==> src/rtl/ift_ram.sv <==
// generic single write port ram with registered read
// no dependencies
`timescale 1ns / 1ps
`default_nettype none
module ift_ram #(
  parameter int WIDTH = 8,
  parameter int DEPTH = 64
) (
  input  wire logic                     clk,
  input  wire logic                     we,
  input  wire logic [$clog2(DEPTH)-1:0] waddr,
  input  wire logic [WIDTH-1:0]         wdata,
  input  wire logic [$clog2(DEPTH)-1:0] raddr,
  output logic      [WIDTH-1:0]         rdata
);
  logic [WIDTH-1:0] mem [DEPTH];

  always_ff @(posedge clk) begin
    if (we) begin
      mem[waddr] <= wdata;
    end
    rdata <= mem[raddr];
  end
endmodule
`default_nettype wire

==> config.mk <==
export PLATFORM = sky130hd
export DESIGN_NAME = ift_ram
export DESIGN_NICKNAME = d
export VERILOG_FILES = /design/src/rtl/ift_ram.sv
export SDC_FILE = /design/constraint.sdc
export NUM_CORES = 1
export LEC_CHECK = 0
export BUFFER_PORTS_ARGS = -buffer_cell sky130_fd_sc_hd__buf_4
export CAP_MARGIN = 20
export CELL_PAD_IN_SITES_DETAIL_PLACEMENT = 1
export CELL_PAD_IN_SITES_GLOBAL_PLACEMENT = 1
export CORE_AREA = 3 3 245 247
export CTS_BUF_LIST = sky130_fd_sc_hd__clkbuf_4 sky130_fd_sc_hd__clkbuf_8 sky130_fd_sc_hd__clkbuf_16
export DETAILED_ROUTE_END_ITERATION = 7
export DIE_AREA = 0 0 248 250
export GPL_TIMING_DRIVEN = 0
export PLACE_DENSITY_LB_ADDON = 0.1
export REMOVE_ABC_BUFFERS = 1
export SLEW_MARGIN = 20
export SYNTH_ARGS = -nofsm -noshare
export SYNTH_HDL_FRONTEND = slang
export SYNTH_SLANG_ARGS = --single-unit
==> constraint.sdc <==
create_clock -name clk -period 4.1 [get_ports clk]
set_input_delay 0.41 -clock clk [delete_from_list [all_inputs] [get_ports clk]]
set_output_delay 0.41 -clock clk [all_outputs]
set_load 0.005 [all_outputs]
# --- Word-level counts from Yosys, hierarchy flattened ---
# Memories as Yosys holds them, arrays and structs flattened. A register that Yosys moved wholly into a read port is not among the register bits.
# Index checks and enable logic that the tools add are counted.
word_totals:
  mem_bits_rw: 512
  mem_count: 1
  input_bits: 22
  regBits: 0
memory_table:
  columns: ["memory", "words", "word_bits", "read_ports", "rd_clocked_by_memory_dff", "wr", "line_no", "text"]
  rows:
  - ["mem", 64, 8, 1, 1, 1, "16", "logic [WIDTH-1:0] mem [DEPTH];"]
classes:
  n_mux: 2
ops:
  columns: ["cell", "n"]
  rows:
  - ["$mux W1", 2]

# --- Longest topological paths before layout ---
logic_depth:
  word_depth: 2
  mapped_depth: 9

# --- Least setup slack after synthesis ---
# OpenSTA, ideal clock, no wires.
synth_timing:
  path_type: "in2reg"
  from: "input port raddr[1]"
  to: "register rdata[3], read port of mem"
  setup_time_ps: 128
  required_time_ps: 3972
  path_stages: 7
  arrival_ps: 1950
  slack_ps: 2022
  path_cell_list: "buf_4 -> buf_2 -> buf_2 -> mux4_2 -> mux4_2 -> o21ai_1 -> o41ai_1"
synth_lines:
  columns: ["item", "line_no", "text"]
  rows:
  - ["from (decl)", "13", "input wire logic [$clog2(DEPTH)-1:0] raddr,"]
  - ["to (decl)", "14", "output logic [WIDTH-1:0] rdata"]

==> impl_metrics.json <==
{
  "outcome": "finished, final reports clean",
  "dieHeight_um": 250,
  "vias_per_cell": 5.20,
  "synth_largest_area_cell": "edfxtp_1",
  "period_needed_ps": 2740,
  "gr-total-overflow": 0,
  "switching_share_pct": 20.8,
  "start_kind": "input pin",
  "netlist_instances": 940,
  "port_buffers": 29,
  "layout-drive-gt1-share_pct": 27.1,
  "ys_ff_latch": 520,
  "p_leak_nw": 7.11,
  "synthArstFlopShare_pct": 0,
  "cts_tree": "built",
  "drt_iter0_markers": 732,
  "final_nets": 1005,
  "path_clk_slew_ps": 60,
  "post_dp_cell_area_um2": 21200,
  "netlist_top_cells_area": "edfxtp_1 (76%), mux4_2 (14%), nor2_1 (1.5%), mux2i_1 (1.1%), dfxtp_1 (0.79%)",
  "syn_avg_cell_area_um2": 21.5,
  "wirelength_um": 49500,
  "wl_per_cell_um": 27.5,
  "clock_sinks": 520,
  "start_util_pct": 34.9,
  "period_share_pct": 66.7,
  "critPathKind": "input pin to flop",
  "finalHoldViolations": 0,
  "dp_hpwl_um": 28600,
  "post_cts.repair.setup_buffers": 0,
  "power_density_nw_per_um2": 503,
  "syn_area_um2": 20200,
  "required_ps": 4530,
  "pin_count": 30,
  "n_fill_cell": 5451,
  "combinationalPowerShare_pct": 4.9,
  "synth_edf_count": 512,
  "seq_area_um2": 15500,
  "grt_pass1_vias": 10100,
  "htreeDepth": 2,
  "slew_viol_final": 0,
  "whs_ps": 211,
  "core_um2": 57800,
  "ant_nets": 0,
  "worst_pin_slew_ps": 1020,
  "die_area_um2": 62000,
  "grt_max_degree": 80,
  "clock_path_buffers": 3,
  "cp-end-kind": "flop",
  "setup_viol": 0,
  "hold_path_class": "input pin to flop",
  "core.rowCount": 88,
  "finClkSkew_ps": 30.0,
  "total_power_w": 0.0116,
  "place.gp.congestion": 0.698,
  "pwr-share-clk_pct": 44.2,
  "syn2layout_area_growth_pct": 14.3,
  "grt_pass1_wl_um": 72500,
  "stdcell_area_um2": 23100,
  "ys_warn_count": 0,
  "dr.pass1.iters": 7,
  "ff2ff_setup_slack_ps": 1820,
  "multi_input_comb_area_um2": 4330,
  "gr-usage-all-layers_pct": 16.4,
  "die_w_um": 248,
  "maxCapViolCount": 0,
  "rsz0062_at_grt": "no",
  "p_int_w": 0.00918,
  "cts_root_buf": "clkbuf_16",
  "yosysTopAreaCellShare_pct": 76.2,
  "relSlewSlack_pct": 31.9,
  "drc": 0,
  "synth_flop_cell": "edfxtp_1",
  "postCtsHoldBufs": 0,
  "yosysSeqAreaShare_pct": 77.0,
  "yosys.cell_types.count": 40,
  "cts_resized": 0,
  "antenna_found_initial": 0,
  "clk_latency_ps": 610,
  "worstPathArrival_ps": 3170,
  "seqPwrFrac_pct": 50.9,
  "ir_worst_vdd_v": 0.000310,
  "via_count": 9346,
  "numCtsBuffers": 58,
  "fmax_ghz": 0.366,
  "p_sw_w": 0.00241,
  "critPathMaxFanout": 49
}
-- kinds of logic after synthesis --
kind of cell	share of synthesized area [%]
mux	15.9
simple gates	3.39
buf+inv	1.57
flops	77.0
compound gates	2.07
-- flip-flops by register name (all words and copies together), names as in the netlist --
register / count
rdata: 8
mem: 512
-- worst max-delay path, cell delays in order --
cell and delay (ps):
buf_8 380, buf_16 360, buf_16 330, mux4_2 600, mux4_2 530, o21ai_1 200
o41ai_1 200
-- cell type report --
class                   count  share of cell area [%]
flip-flops and latches    520                    67.4
clock inverters            13                   0.494
diodes                      1                  0.0109
clock buffers              94                    7.73
multi-input cells         369                    18.8
well taps                 765                    4.15
repair buffers             34                    1.45
-- metrics by stage --
| step | setup WS (ps) | TNS [ps] | instances | utilization [%] |
|---|---|---|---|---|
| after floorplan | 2330 | 0 | 889 | - |
| after global routing | 1160 | 0 | 1795 | 39.9 |
| final | 1360 | 0 | 1796 | 39.9 |
| after global placement | -818 | -4730 | 1683 | 36.4 |
| after CTS | 1250 | 0 | 1795 | 39.9 |
| after detailed placement | 571 | 0 | 1688 | 36.6 |
-- synthesized netlist by cell type (3+ instances only) --
master     count
nand3_1       13
a21oi_1        3
nor3_1         7
o2bb2ai_1      3
buf_6          4
mux2_2        13
o2111ai_1      3
dfxtp_1        8
buf_4         13
edfxtp_1     512
o221ai_1       8
a221oi_1       6
nand2b_1       7
mux2i_1       23
nand2_1       19
a22oi_1        3
buf_2         11
nor2b_1       14
nor2_1        83
a211oi_1       4
nand3b_1       3
o22ai_1        8
clkbuf_1      17
mux4_2       126
buf_1          4
-- final timing paths --
path	start	to	cells after the start
setup / recovery	raddr[0]	rdata[3]	7
hold / removal	raddr[5]	rdata[0]	3
setup reg to reg	mem[29][4]	rdata[4]	5
hold reg to reg	mem[34][1]	rdata[1]	4
-- cells in the final DEF, fill, tap and decap left out, types with 3 or more instances in the layout --
cell type  instances
clkbuf_4          28
o22ai_1            8
nand2_1           19
mux4_2           126
nor3_1             5
clkinv_2           3
clkbuf_8           7
o221ai_1           8
nand3_1           13
a21oi_1            3
edfxtp_1         512
nand3b_1           3
buf_4             28
nor2_1            82
buf_16             3
a221oi_1           6
mux2i_1           23
a22oi_1            3
clkbuf_16         59
mux2_2            13
nand2b_1           7
nor2b_1           14
clkinv_1           6
o2111ai_1          3
o2bb2ai_1          3
a211oi_1           4
dfxtp_1            8
-- power groups by stage --
| stage | sequential, W | combinational [W] | clock, W |
|---|---|---|---|
| 2_1_floorplan | 0.00601 | 0.000228 | 0 |
| 3_3_place_gp | 0.00601 | 0.000577 | 0 |
| 3_5_place_dp | 0.00601 | 0.000583 | 0 |
| 4_1_cts | 0.00590 | 0.000584 | 0.00527 |
| 5_1_grt | 0.00590 | 0.000610 | 0.00547 |
| 6_report | 0.00590 | 0.000564 | 0.00512 |
-- per-layer routing --
metal / up-vias / GRT usage (%) / wire [um]
li1: 4020 / - / -
met1: 5112 / 23.9 / 23000
met4: 0 / 4.02 / 1050
met5: - / 0 / 0
met3: 62 / 2.84 / 1890
met2: 152 / 25.6 / 23600
No activity file was read; power rests on OpenSTA's default activity.
